**config.mk**
```make
export PLATFORM = sky130hd
export DESIGN_NAME = windowed_current_coulomb_counter_flat
export DESIGN_NICKNAME = d
export VERILOG_FILES = /design/src/sv/wcc_pkg.sv /design/src/sv/wcc_ifs.sv /design/src/sv/wcc_cell.sv /design/src/sv/wcc_window.sv /design/src/sv/wcc_charge.sv /design/src/sv/windowed_current_coulomb_counter.sv /design/src/flat_wrapper.sv
export VERILOG_INCLUDE_DIRS = /design/src /design/src/sv
export SDC_FILE = /design/constraint.sdc
export NUM_CORES = 2
export LEC_CHECK = 0
export BUFFER_PORTS_ARGS = -buffer_cell sky130_fd_sc_hd__buf_2
export CORE_MARGIN = 4
export CORE_UTILIZATION = 47
export CTS_CLUSTER_DIAMETER = 40
export DETAILED_ROUTE_END_ITERATION = 8
export PLACE_DENSITY = 0.61
export SLEW_MARGIN = 10
export SYNTH_ARGS = -nofsm -noshare
export SYNTH_HDL_FRONTEND = slang
export SYNTH_SLANG_ARGS = --single-unit
```
**constraint.sdc**
```tcl
create_clock -name clock -period 8.92 [get_ports clock]
set_clock_uncertainty 0.2 [all_clocks]
set_input_delay 1.338 -clock clock [delete_from_list [all_inputs] [get_ports clock]]
set_output_delay 1.338 -clock clock [all_outputs]
set_load 0.01 [all_outputs]
```
**src/sv/assert_macros.svh**
```systemverilog
// Assertion macros shared by the coulomb counter RTL.
// Every macro samples on clock and is disabled while reset is high.
`ifndef ASSERT_MACROS_SVH
`define ASSERT_MACROS_SVH

// The consequent must hold in the same cycle as the antecedent.
`define WCC_ASSERT_NOW(lbl, ante, cons) \
   lbl: assert property (@(posedge clock) disable iff (reset) (ante) |-> (cons)) \
      else $error("wcc assertion failed");

// The consequent must hold in the cycle after the antecedent.
`define WCC_ASSERT_NEXT(lbl, ante, cons) \
   lbl: assert property (@(posedge clock) disable iff (reset) (ante) |=> (cons)) \
      else $error("wcc assertion failed");

`endif

```
**src/sv/wcc_pkg.sv**
```systemverilog
// Shared widths, codes and types of the windowed coulomb counter.
// Used by the channel interfaces and every RTL module; depends on nothing.
package wcc_pkg;

   // Item kinds carried in the func field.
   localparam logic [1:0] FuncSample = 2'd0;
   localparam logic [1:0] FuncTick   = 2'd1;
   localparam logic [1:0] FuncMsg    = 2'd2;

   // Configuration register indexes.
   localparam int         CsrIdxW     = 1;
   localparam logic [0:0] CsrGain     = 1'b0;
   localparam logic [0:0] CsrSetMsgId = 1'b1;
   localparam int         CsrDataW    = 29;

   // Field widths.
   localparam int FuncW   = 2;
   localparam int AdcW    = 10;
   localparam int MsgIdW  = 29;
   localparam int ByteW   = 8;
   localparam int OutW    = 16;
   localparam int GainW   = 24;
   localparam int GainFrac = 24;

   // Moving window of sample deltas.
   localparam int WindowLen = 100;
   localparam int DeltaW    = AdcW + 1;
   localparam int SumW      = $clog2(WindowLen * ((1 << AdcW) - 1) + 1) + 1;

   // Product of window sum and gain, and its magnitude.
   localparam int ProdW = SumW + GainW;
   localparam int MagW  = ProdW - 1;
   localparam int CurW  = MagW - GainFrac;

   // Capacity accumulator: 40 bits signed, 16 fraction bits.
   localparam int CapW    = 40;
   localparam int CapFrac = 16;

   // Increment = product / (3600 * 2^(24-16)) = product / (225 * 2^12).
   localparam int DivPow = 12;
   localparam int DivOdd = 225;
   localparam int XW     = MagW - DivPow;
   localparam int QW     = XW - 7;
   localparam int RecipK = XW + 8;
   localparam int RecipW = RecipK - 7;
   localparam logic [RecipW-1:0] RecipM =
      RecipW'(((longint'(1) << RecipK) + longint'(DivOdd - 1)) / longint'(DivOdd));

   localparam logic signed [CapW-1:0] CapMax = {1'b0, {(CapW-1){1'b1}}};
   localparam logic signed [CapW-1:0] CapMin = {1'b1, {(CapW-1){1'b0}}};

   // One job handed from the front end to the charge pipeline.
   typedef struct packed {
      logic                    tick;
      logic signed [ProdW-1:0] prod;
      logic [ByteW-1:0]        byte0;
   } wcc_job_type;

endpackage

```
**src/sv/wcc_ifs.sv**
```systemverilog
// Request and response channel interfaces of the coulomb counter.
// Depends on wcc_pkg for the field widths.
interface wcc_req_if
   import wcc_pkg::*;
();
   logic              valid;
   logic              ready;
   logic [FuncW-1:0]  func;
   logic [AdcW-1:0]   measured_adc;
   logic [AdcW-1:0]   reference_adc;
   logic [MsgIdW-1:0] msg_id;
   logic [ByteW-1:0]  msg_byte0;
   logic              msg_invalid;

   modport source (output valid, func, measured_adc, reference_adc, msg_id, msg_byte0,
                   msg_invalid, input ready);
   modport sink (input valid, func, measured_adc, reference_adc, msg_id, msg_byte0,
                 msg_invalid, output ready);
endinterface

interface wcc_rsp_if
   import wcc_pkg::*;
();
   logic                   valid;
   logic                   ready;
   logic signed [OutW-1:0] current_value;
   logic signed [OutW-1:0] capacity_value;

   modport source (output valid, current_value, capacity_value, input ready);
   modport sink (input valid, current_value, capacity_value, output ready);
endinterface

```
**src/sv/wcc_cell.sv**
```systemverilog
// One cell of the delta window: holds one sample delta.
// Depends on wcc_pkg.
module wcc_cell
   import wcc_pkg::*;
(
   input  logic                     clock,
   input  logic                     reset,
   input  logic                     shift,
   input  logic signed [DeltaW-1:0] d_in,
   output logic signed [DeltaW-1:0] d_out
);

   logic signed [DeltaW-1:0] delta_ff;
   logic signed [DeltaW-1:0] delta_in;

   assign delta_in = shift ? d_in : delta_ff;

   always_ff @(posedge clock) begin
      if (reset) begin
         delta_ff <= '0;
      end else begin
         delta_ff <= delta_in;
      end
   end

   assign d_out = delta_ff;

endmodule

```
**src/sv/wcc_window.sv**
```systemverilog
// Row of delta cells and the running window sum.
// Depends on wcc_pkg and wcc_cell.
module wcc_window
   import wcc_pkg::*;
(
   input  logic                     clock,
   input  logic                     reset,
   input  logic                     sample,
   input  logic signed [DeltaW-1:0] delta,
   output logic signed [SumW-1:0]   window_sum
);

   logic signed [DeltaW-1:0] tap [WindowLen];
   logic signed [SumW-1:0]   sum_ff;
   logic signed [SumW-1:0]   sum_in;
   logic signed [DeltaW-1:0] oldest;

   for (genvar i = 0; i < WindowLen; i++) begin : g_cell
      if (i == 0) begin : g_head
         wcc_cell u_cell (
            .clock (clock),
            .reset (reset),
            .shift (sample),
            .d_in  (delta),
            .d_out (tap[i])
         );
      end else begin : g_body
         wcc_cell u_cell (
            .clock (clock),
            .reset (reset),
            .shift (sample),
            .d_in  (tap[i-1]),
            .d_out (tap[i])
         );
      end
   end

   // The last cell holds the delta written one full window ago.
   assign oldest = tap[WindowLen-1];

   assign sum_in = sample
      ? sum_ff - {{(SumW-DeltaW){oldest[DeltaW-1]}}, oldest}
               + {{(SumW-DeltaW){delta[DeltaW-1]}}, delta}
      : sum_ff;

   always_ff @(posedge clock) begin
      if (reset) begin
         sum_ff <= '0;
      end else begin
         sum_ff <= sum_in;
      end
   end

   assign window_sum = sum_ff;

endmodule

```
**src/sv/wcc_charge.sv**
```systemverilog
// Charge pipeline: current scaling, hourly division, capacity accumulation, output.
// Depends on wcc_pkg and assert_macros.svh.
`include "assert_macros.svh"
module wcc_charge
   import wcc_pkg::*;
(
   input  logic                   clock,
   input  logic                   reset,
   input  logic                   in_valid,
   output logic                   in_ready,
   input  wcc_job_type            in_job,
   output logic                   out_valid,
   input  logic                   out_ready,
   output logic signed [OutW-1:0] current_value,
   output logic signed [OutW-1:0] capacity_value
);

   // Truncated magnitude with sign, saturated to a signed 16-bit word.
   function automatic logic [OutW-1:0] sat_mag(input logic neg, input logic [CapW-1:0] mag);
      logic [CapW-1:0] pos_lim;
      logic [CapW-1:0] neg_lim;
      logic [OutW-1:0] low;
      pos_lim = CapW'((1 << (OutW-1)) - 1);
      neg_lim = CapW'(1 << (OutW-1));
      low     = mag[OutW-1:0];
      if (!neg) begin
         return (mag > pos_lim) ? {1'b0, {(OutW-1){1'b1}}} : low;
      end else begin
         return (mag > neg_lim) ? {1'b1, {(OutW-1){1'b0}}} : (~low + OutW'(1));
      end
   endfunction

   // Stage 1: product of window sum and gain.
   logic                    s1_valid_ff, s1_valid_in;
   logic                    s1_tick_ff;
   logic signed [ProdW-1:0] s1_prod_ff;
   logic [ByteW-1:0]        s1_byte_ff;
   // Stage 2: sign, current word, magnitude scaled by 2^-12.
   logic                    s2_valid_ff, s2_valid_in;
   logic                    s2_tick_ff, s2_neg_ff;
   logic [OutW-1:0]         s2_cur_ff;
   logic [XW-1:0]           s2_x_ff;
   logic [ByteW-1:0]        s2_byte_ff;
   // Stage 3: quotient by 225.
   logic                    s3_valid_ff, s3_valid_in;
   logic                    s3_tick_ff, s3_neg_ff;
   logic [OutW-1:0]         s3_cur_ff;
   logic [QW-1:0]           s3_q_ff;
   logic [ByteW-1:0]        s3_byte_ff;
   // Stage 4: accumulator snapshot for a tick.
   logic                    s4_valid_ff, s4_valid_in;
   logic [OutW-1:0]         s4_cur_ff;
   logic signed [CapW-1:0]  s4_acc_ff;
   // Stage 5: result word.
   logic                    s5_valid_ff, s5_valid_in;
   logic [OutW-1:0]         s5_cur_ff;
   logic [OutW-1:0]         s5_cap_ff;

   logic signed [CapW-1:0]  acc_ff, acc_in;

   logic r1, r2, r3, r4, r5;
   logic load_go;

   logic [ProdW-1:0]        mag_full;
   logic [MagW-1:0]         mag;
   logic [XW+RecipW-1:0]    recip_prod;
   logic [CapW:0]           acc_ext, q_ext, acc_sum;
   logic signed [CapW-1:0]  acc_step;
   logic signed [CapW-1:0]  load_val;
   logic [CapW-1:0]         acc_mag;

   // Each stage moves when it is empty or the next one moves.
   assign r5 = !s5_valid_ff || out_ready;
   assign r4 = !s4_valid_ff || r5;
   assign r3 = !s3_valid_ff || r4;
   assign r2 = !s2_valid_ff || r3;
   assign r1 = !s1_valid_ff || r2;
   assign in_ready = r1;

   assign s1_valid_in = r1 ? in_valid : s1_valid_ff;
   assign s2_valid_in = r2 ? s1_valid_ff : s2_valid_ff;
   assign s3_valid_in = r3 ? s2_valid_ff : s3_valid_ff;
   // Only ticks go on past the accumulator; loads finish there.
   assign s4_valid_in = r4 ? (s3_valid_ff && s3_tick_ff) : s4_valid_ff;
   assign s5_valid_in = r5 ? s4_valid_ff : s5_valid_ff;

   // Magnitude of the product; it always fits in MagW bits.
   assign mag_full = s1_prod_ff[ProdW-1] ? ProdW'(-s1_prod_ff) : ProdW'(s1_prod_ff);
   assign mag      = mag_full[MagW-1:0];

   // Reciprocal multiply: exact floor division by 225 for every XW-bit value,
   // since the rounding excess of the reciprocal times the operand stays below 2^RecipK.
   assign recip_prod = (XW+RecipW)'(s2_x_ff) * (XW+RecipW)'(RecipM);

   // Signed increment applied by add or subtract, then saturated to 40 bits.
   assign acc_ext  = {acc_ff[CapW-1], acc_ff};
   assign q_ext    = {{(CapW+1-QW){1'b0}}, s3_q_ff};
   assign acc_sum  = s3_neg_ff ? (acc_ext - q_ext) : (acc_ext + q_ext);
   assign acc_step = (acc_sum[CapW] != acc_sum[CapW-1])
      ? (acc_sum[CapW] ? CapMin : CapMax) : acc_sum[CapW-1:0];
   assign load_val = {{(CapW-CapFrac-ByteW){s3_byte_ff[ByteW-1]}}, s3_byte_ff,
                      {CapFrac{1'b0}}};

   assign load_go = s3_valid_ff && !s3_tick_ff && r4;

   always_comb begin
      acc_in = acc_ff;
      if (s3_valid_ff && r4) begin
         acc_in = s3_tick_ff ? acc_step : load_val;
      end
   end

   assign acc_mag = s4_acc_ff[CapW-1] ? CapW'(-s4_acc_ff) : CapW'(s4_acc_ff);

   always_ff @(posedge clock) begin
      if (reset) begin
         s1_valid_ff <= 1'b0;
         s2_valid_ff <= 1'b0;
         s3_valid_ff <= 1'b0;
         s4_valid_ff <= 1'b0;
         s5_valid_ff <= 1'b0;
         acc_ff      <= '0;
      end else begin
         s1_valid_ff <= s1_valid_in;
         s2_valid_ff <= s2_valid_in;
         s3_valid_ff <= s3_valid_in;
         s4_valid_ff <= s4_valid_in;
         s5_valid_ff <= s5_valid_in;
         acc_ff      <= acc_in;
      end
   end

   always_ff @(posedge clock) begin
      if (r1) begin
         s1_tick_ff <= in_job.tick;
         s1_prod_ff <= in_job.prod;
         s1_byte_ff <= in_job.byte0;
      end
      if (r2) begin
         s2_tick_ff <= s1_tick_ff;
         s2_neg_ff  <= s1_prod_ff[ProdW-1];
         s2_cur_ff  <= sat_mag(s1_prod_ff[ProdW-1], CapW'(mag[MagW-1:GainFrac]));
         s2_x_ff    <= mag[MagW-1:DivPow];
         s2_byte_ff <= s1_byte_ff;
      end
      if (r3) begin
         s3_tick_ff <= s2_tick_ff;
         s3_neg_ff  <= s2_neg_ff;
         s3_cur_ff  <= s2_cur_ff;
         s3_q_ff    <= recip_prod[RecipK +: QW];
         s3_byte_ff <= s2_byte_ff;
      end
      if (r4) begin
         s4_cur_ff <= s3_cur_ff;
         s4_acc_ff <= acc_step;
      end
      if (r5) begin
         s5_cur_ff <= s4_cur_ff;
         s5_cap_ff <= sat_mag(s4_acc_ff[CapW-1], CapW'(acc_mag[CapW-1:CapFrac]));
      end
   end

   assign out_valid      = s5_valid_ff;
   assign current_value  = s5_cur_ff;
   assign capacity_value = s5_cap_ff;

   `WCC_ASSERT_NEXT(a_load_whole_units, load_go, acc_ff[CapFrac-1:0] == '0)
   `WCC_ASSERT_NEXT(a_tick_reaches_output, s4_valid_ff && r5, s5_valid_ff)
   `WCC_ASSERT_NOW(a_positive_current, s2_valid_ff && !s2_neg_ff, !s2_cur_ff[OutW-1])

endmodule

```
**src/sv/windowed_current_coulomb_counter.sv**
```systemverilog
// Windowed current coulomb counter: top level with the register file and front end.
// Throughput is one word per cycle for every kind unless a waiting result stalls the
// input; a tick's result word passes through the five-stage charge pipeline.
// Samples and messages give no result; samples only update the cells and window sum.
// Synchronous active-high reset clears all cells, the window sum, the capacity and
// the pipeline, and loads the default gain and set-message identifier.
module windowed_current_coulomb_counter
   import wcc_pkg::*;
(
   input  logic                clock,
   input  logic                reset,
   wcc_req_if.sink             req_ch,
   wcc_rsp_if.source           rsp_ch,
   input  logic                csr_write_en,
   input  logic [CsrIdxW-1:0]  csr_index,
   input  logic [CsrDataW-1:0] csr_wdata
);

   // Configuration registers.
   logic [GainW-1:0]  gain_ff, gain_in;
   logic [MsgIdW-1:0] set_id_ff, set_id_in;

   logic                     accept;
   logic                     sample_go;
   logic                     tick_go;
   logic                     load_go;
   logic signed [DeltaW-1:0] delta;
   logic signed [SumW-1:0]   window_sum;
   logic signed [SumW+GainW:0] prod_full;
   wcc_job_type              job;
   logic                     job_ready;

   always_comb begin
      gain_in   = gain_ff;
      set_id_in = set_id_ff;
      if (csr_write_en) begin
         unique case (csr_index)
            CsrGain:     gain_in   = csr_wdata[GainW-1:0];
            CsrSetMsgId: set_id_in = csr_wdata[MsgIdW-1:0];
            default: ;
         endcase
      end
   end

   always_ff @(posedge clock) begin
      if (reset) begin
         gain_ff   <= GainW'(77770);
         set_id_ff <= MsgIdW'(32'h020000F2);
      end else begin
         gain_ff   <= gain_in;
         set_id_ff <= set_id_in;
      end
   end

   // A word is taken whenever the first pipeline stage can take a job. A result
   // that waits at the output stalls the input only once all five stages hold a job.
   assign req_ch.ready = job_ready;
   assign accept       = req_ch.valid && job_ready;

   assign sample_go = accept && (req_ch.func == FuncSample);
   assign tick_go   = accept && (req_ch.func == FuncTick);
   // A message loads capacity only when it is flagged valid and its identifier matches.
   assign load_go   = accept && (req_ch.func == FuncMsg) && !req_ch.msg_invalid
                      && (req_ch.msg_id == set_id_ff);

   assign delta = $signed({1'b0, req_ch.reference_adc}) - $signed({1'b0, req_ch.measured_adc});

   wcc_window u_window (
      .clock      (clock),
      .reset      (reset),
      .sample     (sample_go),
      .delta      (delta),
      .window_sum (window_sum)
   );

   // The window sum already holds every earlier sample, so the tick's product is
   // formed here, on the accepted word, and registered by the first stage.
   assign prod_full = window_sum * $signed({1'b0, gain_ff});

   always_comb begin
      job.tick  = tick_go;
      job.prod  = prod_full[ProdW-1:0];
      job.byte0 = req_ch.msg_byte0;
   end

   wcc_charge u_charge (
      .clock          (clock),
      .reset          (reset),
      .in_valid       (tick_go || load_go),
      .in_ready       (job_ready),
      .in_job         (job),
      .out_valid      (rsp_ch.valid),
      .out_ready      (rsp_ch.ready),
      .current_value  (rsp_ch.current_value),
      .capacity_value (rsp_ch.capacity_value)
   );

endmodule
```
**src/flat_wrapper.sv**
```systemverilog
// flat-port wrapper written by rule: the top's interface ports become plain ports
module windowed_current_coulomb_counter_flat import wcc_pkg::*;
  (clock, reset, csr_write_en, csr_index, csr_wdata, req_ch_valid, req_ch_func, req_ch_measured_adc, req_ch_reference_adc, req_ch_msg_id, req_ch_msg_byte0, req_ch_msg_invalid, req_ch_ready, rsp_ch_valid, rsp_ch_current_value, rsp_ch_capacity_value, rsp_ch_ready);
  wcc_req_if req_ch_i ();
  wcc_rsp_if rsp_ch_i ();
  input  logic clock;
  input  logic reset;
  input  logic csr_write_en;
  input  logic [CsrIdxW-1:0] csr_index;
  input  logic [CsrDataW-1:0] csr_wdata;
  input wire logic [$bits(req_ch_i.valid)-1:0] req_ch_valid;
  input wire logic [$bits(req_ch_i.func)-1:0] req_ch_func;
  input wire logic [$bits(req_ch_i.measured_adc)-1:0] req_ch_measured_adc;
  input wire logic [$bits(req_ch_i.reference_adc)-1:0] req_ch_reference_adc;
  input wire logic [$bits(req_ch_i.msg_id)-1:0] req_ch_msg_id;
  input wire logic [$bits(req_ch_i.msg_byte0)-1:0] req_ch_msg_byte0;
  input wire logic [$bits(req_ch_i.msg_invalid)-1:0] req_ch_msg_invalid;
  output wire logic [$bits(req_ch_i.ready)-1:0] req_ch_ready;
  output wire logic [$bits(rsp_ch_i.valid)-1:0] rsp_ch_valid;
  output wire logic [$bits(rsp_ch_i.current_value)-1:0] rsp_ch_current_value;
  output wire logic [$bits(rsp_ch_i.capacity_value)-1:0] rsp_ch_capacity_value;
  input wire logic [$bits(rsp_ch_i.ready)-1:0] rsp_ch_ready;
  assign req_ch_i.valid = req_ch_valid;
  assign req_ch_i.func = req_ch_func;
  assign req_ch_i.measured_adc = req_ch_measured_adc;
  assign req_ch_i.reference_adc = req_ch_reference_adc;
  assign req_ch_i.msg_id = req_ch_msg_id;
  assign req_ch_i.msg_byte0 = req_ch_msg_byte0;
  assign req_ch_i.msg_invalid = req_ch_msg_invalid;
  assign req_ch_ready = req_ch_i.ready;
  assign rsp_ch_valid = rsp_ch_i.valid;
  assign rsp_ch_current_value = rsp_ch_i.current_value;
  assign rsp_ch_capacity_value = rsp_ch_i.capacity_value;
  assign rsp_ch_i.ready = rsp_ch_ready;
  windowed_current_coulomb_counter u_core (.clock(clock), .reset(reset), .req_ch(req_ch_i), .rsp_ch(rsp_ch_i), .csr_write_en(csr_write_en), .csr_index(csr_index), .csr_wdata(csr_wdata));
endmodule
```
==> flow_summary.toml <==
[yosys]
synth_cell_types = 92
synth_cells = 9570
synth_nets = 10890
synth_area_um2 = 83560
yosysWarningCount = 0
synthArstFlopShare_pct = 0
synth-seq-area-share_pct = 37.83
synth-seq-cells = 1458
synthFlopType = "dfxtp_1"
synth_edf_count = 242
syn_avg_cell_area_um2 = 8.731

[die]
die_w_um = 429.6
ioPinCount = 129
die_area_um2 = 184600
start_util_pct = 47.34
placementRows = 154
die-height_um = 429.6
core_um2 = 176500

[worst_setup_path]
crit_top_cell = "fa_1"
crit_slowest_cell = "o31ai_1"
path_class = "flip-flop to flip-flop"
required_ps = 9240
path_cells = "ha_1 -> inv_1 -> fa_1 -> inv_1 -> ha_1 -> fa_1 -> fa_1 -> fa_1 -> fa_1 -> inv_1 -> fa_1 -> inv_1 -> ha_1 -> a21o_1 -> a2111oi_0 -> o31ai_1 -> o31ai_1 -> a21oi_1 -> nor2_1 -> o21ai_0 -> a21boi_0 -> o21ai_0 -> and3_1"
arrival_ps = 8570
cp-end-kind = "flip-flop"
startpoint = "u_core.u_charge.s2_x_ff[20]"
cp-start-kind = "flip-flop"
path_max_fanout = 8
r2r_start = "u_core.u_charge.s2_x_ff[20]"
slowest_delay_ps = 630

[global_routing]
grt.total_usage_pct = 20.81
antenna_found_initial = 1
grt_max_degree = 237
gr-total-overflow = 0
grt_pass1_vias = 59820
grt_pass1_wl_um = 317400

[clock_tree]
cts_resized = 0
cts_tree = "built"
worstSkewPairLatency_ps = 830
cts_root_buf = "clkbuf_16"
clk_path_buf_depth = 3
cts_hold_buf = 0
post_cts_buffers = 0
cts-htree-levels = 4
numCtsBuffers = 199
clock_sinks = 1458
cts.reportedPaths.clkPinSlew_ps = 60

[timing]
fin_crit_sh_pct = 92.43
drv_slew = 0
relSlewSlack_pct = 19.39
final.setup.tns_ps = 0
post-route-min-period_ps = 8245
fmax_mhz = 121.3
finalSetupViolations = 0
worst_pin_slew_ps = 1209
rsz0062_at_grt = "no"
hold_viol = 0

[layout]
fill_cells = 16480
seqCellArea_um2 = 31610
multiInputGateArea_um2 = 46370
nNetsFinal = 10780
syn_to_final_growth_pct = 11.64
n_antenna_cell = 0
drive_gt1_share_pct = 6.676

[drt]
firstDrtPassIters = 6
routed_wl_um = 194300
via_per_inst = 5.139
wl_per_cell_um = 16.23
drtIter0Drc = 4735
route.detailed.drc = 0
drtAntennaViolNets = 0
num_vias = 61530

[worst_hold_path]
hold_path_class = "flip-flop to flip-flop"

[flow_run]
cap_violations = 0

[placed_design]
portBuffers = 128
hpwl_um = 138300
gp_congestion = 0.9276

[run_status]
status = "complete, no violations"
[Yosys cell counts, types with 45 or more instances]
cell type  number  area share (%)
a21o_1         69            0.62
a21oi_1      1325             7.9
and2_1        179             1.3
clkbuf_1      509             2.3
dfxtp_1      1216              29
edfxtp_1      242             8.7
fa_1          641              15
ha_1          586             8.8
inv_1         946             4.2
nand2_1      2678              12
nand2b_1       48            0.36
nand3_1        66            0.40
nor2_1        162            0.73
nor2b_1        45            0.34
nor3_1         57            0.34
o21ai_0       107            0.64
xnor2_1       158             1.7
xor2_1         76            0.80
[critical path: cells and delay by family (launching register included)]
family	cells	cell delay [ps]
AOI/OAI and AO/OA	8	2410
adders and majority gates	9	4140
buffers and inverters	4	250
DFF	1	570
and+or+nand+nor	2	410
[sequential cells by signal, indices dropped and copies added, names as in the netlist, 18 cells and up]
| name | cells |
|---|---|
| u_core.u_window.g_cell.g_body.u_cell.d_out | 1089 |
| u_core.u_charge.s1_prod_ff | 42 |
| u_core.u_charge.acc_ff | 40 |
| u_core.u_charge.s4_acc_ff | 40 |
| u_core.set_id_ff | 29 |
| u_core.u_charge.s2_x_ff | 29 |
| u_core.gain_ff | 24 |
| u_core.u_charge.s3_q_ff | 22 |
| u_core.u_window.window_sum | 18 |
[area by class of cell]
class	count	area share (%)
well taps	2340	3.139
repair buffers	222	1.615
flip-flops and latches	1458	33.89
inverters	948	3.815
multi-input cells	6626	49.71
clock buffers	239	5.705
clock inverters	139	2.130
[metrics by stage]
| step | instances | utilization, % | hold WS, ps | cell area, um^2 | setup WS [ps] |
|---|---|---|---|---|---|
| CTS | 11970 | 52.85 | 175.6 | 93280 | 618.2 |
| detailed placement | 11590 | 48.71 | 205.2 | 85970 | 633.4 |
| floorplan | 9570 | - | 200.3 | 83560 | 1840 |
| finish | 11970 | 52.85 | 181.1 | 93280 | 675.0 |
| global placement | 11590 | 48.71 | 200.9 | 85970 | 731.7 |
| global route | 11970 | 52.85 | 200.1 | 93280 | 250.0 |
[layer usage]
layer / up-vias / global-route usage [%] / wire (um)
met5: - / 0 / 0
met4: 0 / 4.586 / 3272
met3: 214 / 3.191 / 8938
met2: 1124 / 33.25 / 88700
met1: 29600 / 29.93 / 93380
li1: 30590 / - / -
[kinds of logic after synthesis]
family	share of synthesized area (%)
xor gates and xnor gates	2.453
muxes	0.07338
buffers and inverters	6.706
and+or+nand+nor	16.89
adders and majority gates	24.27
AOI/OAI and AO/OA	11.78
DFF	37.83
[placed cells by master, fill, tap and decap left out, drive strengths merged, types with 11 or more instances in the layout]
cell type and n:
a211oi 15, a21boi 11, a21o 69, a21oi 1326, a221o 11, a22o 16
a31o 13, a31oi 25, a41o 11, and2 179, and3 30, buf 222
bufinv 28, clkbuf 239, clkinv 50, clkinvlp 25, dfxtp 1216, edfxtp 242
fa 641, ha 586, inv 984, maj3 11, nand2 2681, nand2b 48
nand3 68, nand4 32, nor2 165, nor2b 45, nor3 61, nor4 22
o21a 26, o21ai 116, o22ai 13, o31ai 12, or3 17, or4 13
xnor2 158, xor2 76
[worst paths after layout]
kind / cells past startpoint / to / slack (ps)
worst max register to register: 23 / u_core.u_charge.s3_q_ff[20] / 670
worst max-delay path: 23 / u_core.u_charge.s3_q_ff[20] / 670
worst min register to register: 2 / flip-flop / 180
worst min-delay path: 2 / flip-flop / 180
Power is left out: the tool's default activity adds up to more than one toggle a clock period on the data nets, which glitch-free logic cannot reach.
